<file path="src/hw/rtl/csb_pkg.sv">
// Types and constants of the clipped sprite blitter.
package csb_pkg;

    localparam int PAGE_WIDTH_DEF  = 320;
    localparam int PAGE_HEIGHT_DEF = 200;

    localparam int COORD_W  = 12;
    localparam int GROUPS_W = 8;
    localparam int ROWS_W   = 8;
    localparam int COL_W    = 11;
    localparam int PIX_W    = 8;
    localparam int ADDR_W   = 16;
    localparam int MODE_W   = 2;
    localparam int CFG_IDX_W  = 3;
    localparam int CFG_DATA_W = 12;

    localparam logic [CFG_IDX_W-1:0] REG_ORIGIN_X     = 3'd0;
    localparam logic [CFG_IDX_W-1:0] REG_ORIGIN_Y     = 3'd1;
    localparam logic [CFG_IDX_W-1:0] REG_WIDTH_GROUPS = 3'd2;
    localparam logic [CFG_IDX_W-1:0] REG_SPRITE_ROWS  = 3'd3;
    localparam logic [CFG_IDX_W-1:0] REG_BLIT_MODE    = 3'd4;
    localparam logic [CFG_IDX_W-1:0] REG_KEY_COLOUR   = 3'd5;

    localparam logic [MODE_W-1:0] MODE_FILL   = 2'd0;
    localparam logic [MODE_W-1:0] MODE_MASKED = 2'd1;
    localparam logic [MODE_W-1:0] MODE_KEYED  = 2'd2;
    localparam logic [MODE_W-1:0] MODE_OPAQUE = 2'd3;

    typedef struct packed {
        logic [PIX_W-1:0] sprite_pixel;
        logic [PIX_W-1:0] mask_pixel;
    } t_pixel;

    typedef struct packed {
        logic              write_enable;
        logic [ADDR_W-1:0] write_address;
        logic [PIX_W-1:0]  write_data;
        logic              last;
    } t_result;

endpackage

</file>
<file path="src/hw/rtl/clipped_sprite_blitter.sv">
// Top level of the clipped sprite blitter.
// The blitter takes sprite pixel beats and returns one page write beat per pixel: the
// first register stage holds the pixel with its row and column, the second holds the
// clipped, mode-filtered write. The first stage also takes a new pixel whenever it is
// empty, so a new pixel is taken while a finished write still waits for the consumer.
// Sustained rate is one pixel per cycle while the consumer takes every write; the
// longest path is the multiply-add for the page address in the second stage.
module clipped_sprite_blitter
    import csb_pkg::*;
#(
    parameter int PAGE_WIDTH  = PAGE_WIDTH_DEF,
    parameter int PAGE_HEIGHT = PAGE_HEIGHT_DEF
) (
    input  logic                  i_clk,
    input  logic                  i_rst_n,
    input  logic                  i_cfg_valid,
    output logic                  o_cfg_ready,
    input  logic [CFG_IDX_W-1:0]  i_cfg_index,
    input  logic [CFG_DATA_W-1:0] i_cfg_data,
    input  logic                  i_in_valid,
    output logic                  o_in_ready,
    input  t_pixel                i_in,
    output logic                  o_out_valid,
    input  logic                  i_out_ready,
    output t_result               o_out
);

    localparam int P_W = COORD_W + 2;
    localparam logic [P_W-1:0] PW_C = P_W'(PAGE_WIDTH);
    localparam logic [P_W-1:0] PH_C = P_W'(PAGE_HEIGHT);

    logic [COORD_W-1:0]  r_origin_x;
    logic [COORD_W-1:0]  r_origin_y;
    logic [GROUPS_W-1:0] r_width_groups;
    logic [ROWS_W-1:0]   r_sprite_rows;
    logic [MODE_W-1:0]   r_blit_mode;
    logic [PIX_W-1:0]    r_key_colour;

    logic [COL_W-1:0]    r_col;
    logic [ROWS_W-1:0]   r_row;
    logic [COL_W-1:0]    n_col;
    logic [ROWS_W-1:0]   n_row;

    logic                r_s1_valid;
    t_pixel              r_s1_pix;
    logic [COL_W-1:0]    r_s1_col;
    logic [ROWS_W-1:0]   r_s1_row;
    logic                r_s1_empty;
    logic                r_s1_last;

    logic                r_out_valid;
    t_result             r_out;
    t_result             n_out;

    logic                s1_ready;
    logic                s2_ready;
    logic                in_fire;
    logic [COL_W-1:0]    cols;
    logic                empty;
    logic                end_col;
    logic                end_row;

    logic [P_W-1:0]      px;
    logic [P_W-1:0]      py;
    logic [2*P_W-1:0]    prod;
    logic                in_page;
    logic                draw;

    assign o_cfg_ready = 1'b1;
    assign s2_ready    = !r_out_valid || i_out_ready;
    assign s1_ready    = !r_s1_valid || s2_ready;
    assign o_in_ready  = s1_ready;
    assign in_fire     = i_in_valid && s1_ready;
    assign o_out_valid = r_out_valid;
    assign o_out       = r_out;

    always_ff @(posedge i_clk) begin
        if (!i_rst_n) begin
            r_origin_x     <= '0;
            r_origin_y     <= '0;
            r_width_groups <= '0;
            r_sprite_rows  <= '0;
            r_blit_mode    <= MODE_FILL;
            r_key_colour   <= '0;
        end else if (i_cfg_valid) begin
            unique case (i_cfg_index)
                REG_ORIGIN_X:     r_origin_x     <= i_cfg_data;
                REG_ORIGIN_Y:     r_origin_y     <= i_cfg_data;
                REG_WIDTH_GROUPS: r_width_groups <= i_cfg_data[GROUPS_W-1:0];
                REG_SPRITE_ROWS:  r_sprite_rows  <= i_cfg_data[ROWS_W-1:0];
                REG_BLIT_MODE:    r_blit_mode    <= i_cfg_data[MODE_W-1:0];
                REG_KEY_COLOUR:   r_key_colour   <= i_cfg_data[PIX_W-1:0];
                default: ;
            endcase
        end
    end

    assign cols    = {r_width_groups, 3'b000};
    assign empty   = (r_width_groups == '0) || (r_sprite_rows == '0);
    assign end_col = r_col >= (cols - COL_W'(1));
    assign end_row = r_row >= (r_sprite_rows - ROWS_W'(1));

    always_comb begin
        n_col = r_col;
        n_row = r_row;
        if (empty) begin
            n_col = '0;
            n_row = '0;
        end else if (end_col) begin
            n_col = '0;
            n_row = end_row ? '0 : r_row + ROWS_W'(1);
        end else begin
            n_col = r_col + COL_W'(1);
        end
    end

    always_ff @(posedge i_clk) begin
        if (!i_rst_n) begin
            r_col      <= '0;
            r_row      <= '0;
            r_s1_valid <= 1'b0;
        end else begin
            if (in_fire) begin
                r_col <= n_col;
                r_row <= n_row;
            end
            if (s1_ready) begin
                r_s1_valid <= i_in_valid;
            end
        end
    end

    always_ff @(posedge i_clk) begin
        if (in_fire) begin
            r_s1_pix   <= i_in;
            r_s1_col   <= empty ? '0 : r_col;
            r_s1_row   <= empty ? '0 : r_row;
            r_s1_empty <= empty;
            r_s1_last  <= empty || (end_col && end_row);
        end
    end

    assign px   = {{(P_W-COORD_W){r_origin_x[COORD_W-1]}}, r_origin_x}
                + P_W'(r_s1_col);
    assign py   = {{(P_W-COORD_W){r_origin_y[COORD_W-1]}}, r_origin_y}
                + P_W'(r_s1_row);
    assign prod = py * PW_C;
    assign in_page = !px[P_W-1] && (px < PW_C) && !py[P_W-1] && (py < PH_C);

    always_comb begin
        unique case (r_blit_mode)
            MODE_FILL:   draw = (r_s1_pix.sprite_pixel == '0);
            MODE_MASKED: draw = (r_s1_pix.mask_pixel == '0);
            MODE_KEYED:  draw = (r_s1_pix.sprite_pixel != r_key_colour);
            MODE_OPAQUE: draw = 1'b1;
            default:     draw = 1'b1;
        endcase
    end

    always_comb begin
        n_out.write_enable  = !r_s1_empty && in_page && draw;
        n_out.write_address = '0;
        n_out.write_data    = '0;
        n_out.last          = r_s1_last;
        if (n_out.write_enable) begin
            n_out.write_address = prod[ADDR_W-1:0] + ADDR_W'(px);
            n_out.write_data    = (r_blit_mode == MODE_FILL) ? r_key_colour
                                                             : r_s1_pix.sprite_pixel;
        end
    end

    always_ff @(posedge i_clk) begin
        if (!i_rst_n) begin
            r_out_valid <= 1'b0;
        end else if (s2_ready) begin
            r_out_valid <= r_s1_valid;
        end
    end

    always_ff @(posedge i_clk) begin
        if (s2_ready && r_s1_valid) begin
            r_out <= n_out;
        end
    end

endmodule

</file>
<file path="config.mk">
export PLATFORM = sky130hd
export DESIGN_NAME = clipped_sprite_blitter
export DESIGN_NICKNAME = d
export VERILOG_FILES = /design/src/hw/rtl/csb_pkg.sv /design/src/hw/rtl/clipped_sprite_blitter.sv
export SDC_FILE = /design/constraint.sdc
export NUM_CORES = 1
export LEC_CHECK = 0
export ABC_AREA = 0
export BUFFER_PORTS_ARGS = -buffer_cell sky130_fd_sc_hd__buf_2
export CORE_ASPECT_RATIO = 1.4
export CORE_UTILIZATION = 45
export CTS_CLUSTER_SIZE = 40
export DETAILED_ROUTE_END_ITERATION = 12
export GPL_TIMING_DRIVEN = 0
export PLACE_DENSITY_LB_ADDON = 0.25
export SLEW_MARGIN = 20
export SYNTH_ARGS = -nofsm -noshare
export SYNTH_HDL_FRONTEND = slang
export SYNTH_SLANG_ARGS = --single-unit
</file>
<file path="constraint.sdc">
create_clock -name i_clk -period 8.3 [get_ports i_clk]
set_input_delay 2.49 -clock i_clk [delete_from_list [all_inputs] [get_ports i_clk]]
set_output_delay 2.49 -clock i_clk [all_outputs]
set_load 0.005 [all_outputs]
</file>
==> impl_metrics.csv, run 1 <==
group,metric,value,unit
critical_path,end_kind,"output pin",
critical_path,timing.rr.end,"o_out[24]",
logic_synthesis,seq_area_frac_synth,42.6,%
drt,drc,0,
floorplan,rows,56,
clock_tree,cts_tree,"built",
clock_tree,cts_buffer_depth,2,
global_route,grt_pass1_wl,27.3,mm
outcome,outcome,"finished clean",
critical_path,cp-start-kind,"input pin",
floorplan,initial_core_util,46.2,%
global_route,grt_usage,20.1,%
placed_design,dp_hpwl,13.1,mm
critical_path,required,5.81,ns
logic_synthesis,ys_seq_elements,134,
critical_path,critical_path_peak_fanout,3,
worst_hold_path,min_path_type,"reg -> reg",
critical_path,crit_chain,"buf_2 > nand3b_1 > buf_2",
final_layout,layout-drive-gt1-share,15.5,%
clock_tree,root_buffer,"clkbuf_16",
power,leakagePower,3.58,nW
critical_path,arrival,2.93,ns
drt,num_vias,5863,
floorplan,die_w,113,microns
global_route,antenna_found_initial,0,
clock_tree,cts.repair.resized,0,
critical_path,critPathLaunch,"i_out_ready",
final_layout,final_core_util,53.7,%
drt,first_iter_violations,285,
timing,min_period,5.42,ns
clock_tree,cts_buffers,17,
power,p_total,0.00171,W
critical_path,worstSetupPathType,"in -> out",
timing,relSlewSlack,40.9,%
clock_tree,cts_setup_buffers,0,
final_layout,stdcell_area,9020,sq um
final_layout,layout.nets,971,
floorplan,core-area,16800,sq um
drt,wl_per_cell,15.9,microns
clock_tree,clock_latency,0.43,ns
global_route,grt_pass1_vias,5519,
global_route,grt_max_degree,26,
clock_tree,clkTransAtPathRegs,0.06,ns
clock_tree,htreeDepth,4,
logic_synthesis,async_flop_share,0,%
critical_path,reg2reg_slack,3.89,ns
timing,period_share,65.4,%
timing,grt_setup_unrepaired,"false",
logic_synthesis,syn_avg_cell_area,9.87,sq um
critical_path,cp_slowest_stage_delay,0.19,ns
clock_tree,cts.sinks,134,
power,power.density,189,nW/um^2
timing,worst_pin_slew,0.884,ns
critical_path,rr_startpoint,"r_s1_col[2]",
timing,fin_skew,0.00956,ns
run,max_cap_viol_count,0,
placed_design,routabilityCongestion,0.814,
logic_synthesis,yosysWarnings,0,
critical_path,worst_path_most_repeated_cell,"buf_2",
logic_synthesis,synthFlopType,"dfxtp_1",
critical_path,reg2reg_depth,14,
floorplan,die_y,158,microns
drt,wirelength,17.3,mm
global_route,grt-ovfl-total,0,
power,peakVddDrop,0.0834,mV
final_layout,num_antenna_cells,0,
logic_synthesis,syn_area,7780,sq um
placed_design,dp.cells,1056,
drt,viasPerCell,5.39,
critical_path,crit_end,"o_in_ready",
drt,firstDrtPassIters,4,
floorplan,io_pins,65,
logic_synthesis,synth_cell_type_count,65,
timing,tns,0,ns
drt,final_antenna_net_count,0,
timing,max_freq,184,MHz
logic_synthesis,syn_inst,788,
timing,hold_viol,0,
clock_tree,holdBufCountCts,0,
final_layout,final_cells,1088,
critical_path,slowest_stage,"nand3b_1",
floorplan,die_area,17800,sq um
placed_design,place_area,8410,sq um
timing,setup_viol_count_final,0,
placed_design,port_buffers,63,
logic_synthesis,synth_edf_count,63,
final_layout,syn_to_final_growth,16.0,%
timing,drv_slew,0,
logic_synthesis,synth_nets,887,
[synthesized netlist by cell type, types with 10 or more instances]
master | instances | area share [%]
nand3_1 | 20 | 1.3
a21o_1 | 20 | 1.9
dfxtp_1 | 71 | 18
nor4_2 | 18 | 2.9
inv_1 | 24 | 1.2
nand4_1 | 10 | 0.80
nor2_1 | 30 | 1.4
and2_1 | 23 | 1.9
a21boi_0 | 52 | 5.0
nand2_1 | 125 | 6.0
o21ai_0 | 12 | 0.77
xor2_1 | 23 | 2.6
a21oi_1 | 31 | 2.0
and3_1 | 12 | 0.97
ha_1 | 59 | 9.5
clkbuf_1 | 21 | 1.0
edfxtp_1 | 63 | 24
xnor2_1 | 37 | 4.2
nor2b_1 | 11 | 0.88
nor3_1 | 16 | 1.0
mux2i_1 | 10 | 1.3
[layout by cell type (no fill, tap or decap), drive strengths merged, types with 11 or more instances in the layout]
cell	n
nand2	125
buf	74
dfxtp	71
edfxtp	63
ha	59
a21boi	52
clkbuf	38
xnor2	37
a21oi	31
nor2	31
inv	25
xor2	23
and2	23
nor4	23
a21o	20
nand3	20
nor3	16
o21ai	14
and3	12
nor2b	11
[per-layer routing]
metal  track usage (%)  wire (microns)  vias up
met2              36.1            8920       75
met1              23.2            7440     2746
met3              3.85             503       23
met5                 0               0        -
met4              8.71             404        0
li1                  -               -     3019
[flip-flops by register name, indices dropped and copies added, names as in the netlist, 2 cells and up]
| signal | flops |
|---|---|
| r_sprite_rows | 8 |
| r_s1_pix | 16 |
| r_s1_col | 11 |
| o_out | 26 |
| r_key_colour | 8 |
| r_row | 8 |
| r_origin_y | 12 |
| r_blit_mode | 2 |
| r_s1_row | 8 |
| r_origin_x | 12 |
| r_width_groups | 8 |
| r_col | 11 |
[cell families after synthesis]
group                      Yosys count  share of synthesized area [%]
and+or+nand+nor                    301                           20.8
AOI/OAI and AO/OA                  163                           15.0
DFF                                134                           42.6
adders and majority gates           63                           10.5
xor gates and xnor gates            60                           6.76
buffers and inverters               55                           2.86
muxes                               11                           1.43
other                                1                         0.0482
[critical path: cells and delay by family]
kind / cells / cell delay (ns)
buf+inv: 2 / 0.25
simple gates: 1 / 0.19
[report_power, final]
group	internal (W)	switching, W	leakage [nW]	total [W]
Clock	0.000497	0.000288	0.290	0.000785
Sequential	0.000712	0.0000119	1.18	0.000723
Combinational	0.0000802	0.000118	2.11	0.000198
[worst min path at each step]
stage	from	cells after the start	slack [ns]	endpoint
2_1_floorplan	r_s1_last	0	0.40	o_out[0]
3_3_place_gp	r_s1_last	0	0.41	o_out[0]
3_5_place_dp	r_s1_last	0	0.45	o_out[0]
4_1_cts	r_s1_last	0	0.44	o_out[0]
5_1_grt	r_s1_last	0	0.46	o_out[0]
6_report	r_s1_last	0	0.46	o_out[0]
[metrics by stage]
| step | hold WS (ns) | setup slack (ns) |
|---|---|---|
| finish | 0.458 | 2.88 |
| global route | 0.464 | 2.85 |
| CTS | 0.443 | 2.87 |
| detailed placement | 0.452 | 2.87 |
| global placement | 0.411 | 1.35 |
| floorplan | 0.400 | 2.63 |
[layout make-up]
| class | count | area (sq um) |
|---|---|---|
| Buffer | 30 | 129 |
| Clock buffer | 17 | 425 |
| Clock inverter | 15 | 186 |
| Fill cell | 1505 | 7790 |
| Inverter | 25 | 93.8 |
| Multi-Input combinational cell | 599 | 4260 |
| Sequential cell | 134 | 3310 |
| Tap cell | 203 | 254 |
| Timing Repair Buffer | 65 | 363 |
(Power assumes the default switching activity.)
==> run 2: changes to the inputs <==
Settings changed: ABC_AREA 0 to 1.
Clock period 8.3 ns to 5.7 ns, I/O delays scaled along.
==> impl_metrics.csv, run 2 <==
group,metric,value,unit
logic_synthesis,synth_nets,1066,
placed_design,place_area,8480,sq um
final_layout,largest_reg_flops,26,
placed_design,dp_hpwl,13.9,mm
worst_hold_path,holdPathStages,0,
clock_tree,cts_buffers,17,
final_layout,fillers,1610,
critical_path,worst_path_most_repeated_cell,"inv_1",
critical_path,reg2reg_slack,1.44,ns
drt,final_antenna_net_count,0,
critical_path,crit_chain,"ha_1 > inv_1 > fa_1 > inv_1 > nand3_1 > nand2_2 > xor2_1 > inv_1 > ha_1 > fa_1 > a31oi_1 > xor2_1 > inv_1 > ha_1 > inv_1 > nor4_1 > a21oi_1 > xnor2_1 > and3_1",
logic_synthesis,seq_area_frac_synth,42.3,%
floorplan,io_pins,65,
logic_synthesis,yosysMostFrequentCell,"nand2_1",
floorplan,die_w,114,microns
global_route,grt-ovfl-total,0,
clock_tree,cts_setup_buffers,0,
worst_hold_path,min_from,"r_s1_last",
critical_path,required,5.88,ns
final_layout,regArea,3310,sq um
logic_synthesis,synth_cell_type_count,44,
clock_tree,clkTransAtPathRegs,0.06,ns
drt,first_iter_violations,282,
global_route,grt_max_degree,42,
floorplan,rows,56,
timing,relSlewSlack,44.7,%
worst_hold_path,min_to,"o_out[0]",
clock_tree,cts.repair.resized,0,
clock_tree,cts_tree,"built",
critical_path,reg2reg_depth,19,
timing,setup_viol_count_final,0,
logic_synthesis,syn_area,7830,sq um
global_route,grt_pass1_wl,28.4,mm
floorplan,die_y,158,microns
critical_path,rr_startpoint,"r_origin_y[0]",
final_layout,stdcell_area,9150,sq um
critical_path,path_delay_family,"adder cells",
critical_path,worstSetupPathType,"reg -> reg",
logic_synthesis,synth_top_area_cell,"edfxtp_1",
floorplan,core-area,16900,sq um
power,peakVddDrop,0.202,mV
critical_path,end_kind,"register",
logic_synthesis,yosysWarnings,0,
critical_path,cp_slowest_stage_delay,0.50,ns
outcome,outcome,"finished clean",
logic_synthesis,synth_edf_count,63,
critical_path,arrival,4.44,ns
timing,tns,0,ns
run,max_cap_viol_count,0,
global_route,antenna_found_initial,0,
logic_synthesis,async_flop_share,0,%
timing,worst_pin_slew,0.828,ns
clock_tree,cts.sinks,134,
critical_path,cp_num_buf_inv,5,
power,power.density,295,nW/um^2
placed_design,port_buffers,63,
final_layout,layout-drive-gt1-share,13.3,%
clock_tree,cts_buffer_depth,2,
critical_path,timing.rr.end,"o_out[23]",
critical_path,cp-start-kind,"register",
timing,drv_slew,0,
timing,hold_viol,0,
global_route,grt_pass1_vias,5999,
timing,grt_setup_unrepaired,"false",
placed_design,routabilityCongestion,0.894,
drt,firstDrtPassIters,6,
drt,viasPerCell,5.03,
drt,wl_per_cell,13.8,microns
critical_path,slowest_stage,"fa_1",
final_layout,layout.nets,1149,
critical_path,critical_path_peak_fanout,4,
timing,max_freq,235,MHz
timing,fin_skew,0.00621,ns
global_route,grt_usage,20.8,%
clock_tree,root_buffer,"clkbuf_16",
logic_synthesis,syn_inst,967,
floorplan,die_area,17900,sq um
logic_synthesis,synth_top_area_share,24.1,%
final_layout,final_common_cell,"nand2_1",
final_layout,multi_input_area,3940,sq um
floorplan,initial_core_util,46.4,%
clock_tree,clock_latency,0.42,ns
timing,period_share,74.8,%
logic_synthesis,ys_top_cells_by_area,"edfxtp_1, dfxtp_1, ha_1",
power,leakagePower,4.16,nW
clock_tree,htreeDepth,4,
clock_tree,holdBufCountCts,0,
logic_synthesis,synthFlopType,"dfxtp_1",
logic_synthesis,syn_avg_cell_area,8.10,sq um
logic_synthesis,ys_seq_elements,134,
worst_hold_path,min_path_type,"reg -> reg",
final_layout,syn_to_final_growth,16.9,%
timing,min_period,4.26,ns
final_layout,num_antenna_cells,0,
drt,wirelength,17.9,mm
logic_synthesis,synth_top_cells_by_count,"nand2_1, nor2_1, inv_1",
final_layout,mostFrequentLayoutCells,"nand2_1, nor2_1, inv_1",
drt,drc,0,
drt,num_vias,6515,
run 2: changes by cell type after synthesis, sizes merged, moves of 26 or more:
cell / delta
nand3: +35
a21oi: +26
inv: +105
a21boi: -51
nand2: +39
o21ai: +65
nor2: +115
run 2: power breakdown:
| part | internal, W | switching [W] |
|---|---|---|
| clock network | 0.000826 | 0.000419 |
| registers | 0.00104 | 0.0000188 |
| logic | 0.000142 | 0.000254 |
run 2: layout make-up:
type                       instances  area share [%]
multi-input combinational        684            43.1
sequential                       134            36.2
tap                              232            3.17
inverter                         130            5.33
buffer                            19            1.11
clock buffer                      22            5.29
clock inverter                    10            2.09
timing repair buffer              64            3.75
run 2: how the worst max path moves through the flow:
stage | startpoint | endpoint | slack [ns] | depth (start not counted)
final | r_origin_y[0] | o_out[23] | 1.44 | 19
after global routing | r_s1_row[0] | o_out[24] | 1.05 | 24
after CTS | r_origin_y[0] | o_out[23] | 1.41 | 19
after detailed placement | r_origin_y[0] | o_out[24] | 1.43 | 24
after global placement | i_out_ready | r_col[9] | 1.32 | 12
after floorplan | r_origin_y[0] | o_out[23] | 1.86 | 23
run 2: routing by layer:
layer	wire length, microns	global-route usage, %	share of wire [%]
met5	0	0	0
met4	393	8.02	2.2
met3	708	4.36	4.0
met2	9370	38.3	52
met1	7410	23.3	41
run 2: per-stage QoR:
stage	std cells	worst slack (ns)	util, %	power, W	hold slack, ns
2_1_floorplan	967	1.86	-	0.00137	0.400
3_3_place_gp	1262	1.32	50.0	0.00147	0.406
3_5_place_dp	1263	1.43	50.2	0.00148	0.409
4_1_cts	1295	1.41	54.2	0.00272	0.424
5_1_grt	1295	1.05	54.2	0.00281	0.439
6_report	1295	1.44	54.2	0.00270	0.421
run 2: kinds of logic (layout without fill, tap and decap cells):
group,after synthesis,count (layout),synth area share (%)
other,1,1,0.0479
adders and majority gates,63,63,10.4
and+or+nand+nor,427,427,24.9
buffers and inverters,149,245,7.52
xor gates and xnor gates,42,42,4.70
DFF,134,134,42.3
AOI/OAI and AO/OA,150,150,10.0
muxes,1,1,0.128
==> run 3: changes to the inputs <==
Settings changed: ABC_AREA 1 to 0.
Clock period 5.7 ns to 3.7 ns, I/O delays scaled along.
==> impl_metrics.csv, run 3 (synthesis results as in run 1) <==
group,metric,value,unit
drt,wirelength,17.7,mm
power,leakagePower,3.67,nW
drt,firstDrtPassIters,4,
critical_path,cp-start-kind,"register",
global_route,grt_max_degree,26,
floorplan,io_pins,65,
power,power.internal,0.00293,W
critical_path,timing.rr.end,"o_out[24]",
timing,min_period,3.97,ns
final_layout,layout.nets,981,
power,power.density,421,nW/um^2
clock_tree,cts_buffer_depth,2,
critical_path,slowest_stage,"or3_4",
final_layout,layout-drive-gt1-share,20.8,%
timing,worst_pin_slew,0.869,ns
timing,drv_slew,0,
critical_path,end_kind,"register",
floorplan,initial_core_util,46.2,%
drt,wl_met2,9.30,mm
power,peakVddDrop,0.259,mV
global_route,grt_pass1_vias,5769,
critical_path,arrival,4.19,ns
critical_path,cp_num_buf_inv,2,
final_layout,final_core_util,55.3,%
drt,dr_wl_met3,449,microns
timing,hold_viol,0,
floorplan,die_y,158,microns
global_route,grt_pass1_wl,28.3,mm
critical_path,reg2reg_depth,17,
global_route,grt-ovfl-total,0,
final_layout,largest_reg_flops,26,
placed_design,routabilityCongestion,0.832,
final_layout,final_common_cell,"nand2_1",
critical_path,required,3.93,ns
floorplan,rows,56,
floorplan,core-area,16800,sq um
outcome,violations,"setup timing",
drt,drc,0,
drt,first_iter_violations,278,
timing,relSlewSlack,41.8,%
timing,grt_setup_unrepaired,"true",
worst_hold_path,min_path_type,"reg -> reg",
timing,period_share,107,%
final_layout,multi_input_area,4450,sq um
placed_design,dp_hpwl,13.3,mm
critical_path,reg2reg_slack,-0.27,ns
global_route,grt_usage,20.6,%
final_layout,num_antenna_cells,0,
critical_path,cp_slowest_stage_delay,0.42,ns
critical_path,critical_path_peak_fanout,2,
run,max_cap_viol_count,0,
timing,hold_slack,0.424,ns
final_layout,fillers,1477,
power,power_frac_comb,12.6,%
critical_path,crit_chain,"ha_2 > inv_2 > fa_2 > nor2b_2 > o21a_1 > nor2_2 > xnor2_2 > ha_4 > fa_2 > a21o_1 > a21oi_2 > buf_4 > nand4b_1 > nand3_2 > or3_4 > a21o_1 > a2111oi_4",
clock_tree,clkTransAtPathRegs,0.06,ns
power,seqPwrFrac,41.4,%
drt,num_vias,5961,
worst_hold_path,min_from,"r_s1_last",
floorplan,die_w,113,microns
clock_tree,holdBufCountCts,0,
drt,viasPerCell,5.43,
drt,top_layer_used,"met4",
power,p_clk_share,46.0,%
final_layout,syn_to_final_growth,19.7,%
clock_tree,cts.sinks,134,
global_route,antenna_found_initial,0,
placed_design,port_buffers,63,
outcome,outcome,"finished, violations left",
floorplan,die_area,17800,sq um
drt,final_antenna_net_count,0,
clock_tree,clock_latency,0.42,ns
critical_path,rr_startpoint,"r_s1_row[0]",
worst_hold_path,holdPathStages,0,
timing,fin_skew,0.00877,ns
clock_tree,cts_tree,"built",
drt,wl_per_cell,16.1,microns
power,power.switching,0.000982,W
timing,setup_viol_count_final,3,
final_layout,regArea,3310,sq um
final_layout,mostFrequentLayoutCells,"nand2_1, dfxtp_1, buf_2",
power,swShare,25.1,%
clock_tree,htreeDepth,4,
critical_path,worstSetupPathType,"reg -> reg",
clock_tree,root_buffer,"clkbuf_16",
drt,wl_met1,7.53,mm
critical_path,path_delay_family,"adder cells",
timing,max_freq,252,MHz
timing,finalWorstSetupSlack,-0.268,ns
worst_hold_path,min_to,"o_out[0]",
clock_tree,cts_buffers,17,
run 3: cell count changes in the layout (fill, tap and decap cells not counted), moves of 11 or more:
cell and delta:
nor2_1 -112, inv_1 -102, o21ai_0 -69, a21boi_0 +52
nand3_1 -34, nand2_1 -30, a21oi_1 -29, and2_1 +23
xnor2_1 +23, a21o_1 +18, nor4_2 +18, nor3_2 -13
buf_4 +11
run 3: what timing repair did:
item,in CTS,in global routing
setup buffers,8,3
gates resized for setup,26,16
setup endpoints to repair,5,4
pin swaps,21,16
run 3: stage by stage:
step	cell area [sq um]	setup TNS [ns]	power (W)	setup WS, ns	std cells
after floorplan	7780	-0.173	0.00196	-0.173	788
final	9310	-0.301	0.00392	-0.268	1098
after detailed placement	8410	-1.58	0.00210	-0.715	1056
after CTS	9220	-0.360	0.00393	-0.285	1096
after global placement	8350	-9.00	0.00209	-0.706	1054
after global routing	9310	-0.849	0.00406	-0.448	1098
run 3: worst max-delay path by stage:
stage / cells past startpoint / slack (ns) / startpoint / end
after floorplan: 17 / -0.17 / r_origin_y[0] / o_out[24]
after global placement: 18 / -0.71 / r_s1_row[0] / o_out[24]
after detailed placement: 18 / -0.71 / r_s1_row[0] / o_out[24]
after CTS: 17 / -0.29 / r_s1_row[0] / o_out[24]
after global routing: 17 / -0.45 / r_s1_row[0] / o_out[24]
final: 17 / -0.27 / r_s1_row[0] / o_out[24]
run 3: worst register-to-register path: cells and delay by family (launching register included):
kind	cells	cell delay, ns
AO/OA/AOI/OAI	5	1.04
XOR/XNOR	1	0.23
adder cells (fa/ha/maj)	4	1.15
buffers and inverters	2	0.18
flip-flops	1	0.36
AND/OR/NAND/NOR	5	0.82
run 3: layer usage:
| layer | vias to the layer above | track usage (%) |
|---|---|---|
| met1 | 2816 | 23.8 |
| met5 | - | 0 |
| li1 | 3029 | - |
| met4 | 0 | 7.89 |
| met2 | 93 | 37.3 |
| met3 | 23 | 3.77 |
run 3: area by class of cell:
type / count / area share (%)
Inverter: 25 / 1.01
Buffer: 29 / 1.34
Tap cell: 203 / 2.73
Clock inverter: 15 / 2.19
Timing Repair Buffer: 76 / 4.79
Multi-Input combinational cell: 599 / 47.8
Sequential cell: 134 / 35.6
Clock buffer: 17 / 4.57
run 3: power groups by stage:
stage | clock, W | sequential (W) | combinational (W)
3_5_place_dp | 0 | 0.00165 | 0.000445
6_report | 0.00180 | 0.00162 | 0.000492
4_1_cts | 0.00183 | 0.00162 | 0.000477
5_1_grt | 0.00189 | 0.00163 | 0.000546
3_3_place_gp | 0 | 0.00166 | 0.000430
2_1_floorplan | 0 | 0.00165 | 0.000307
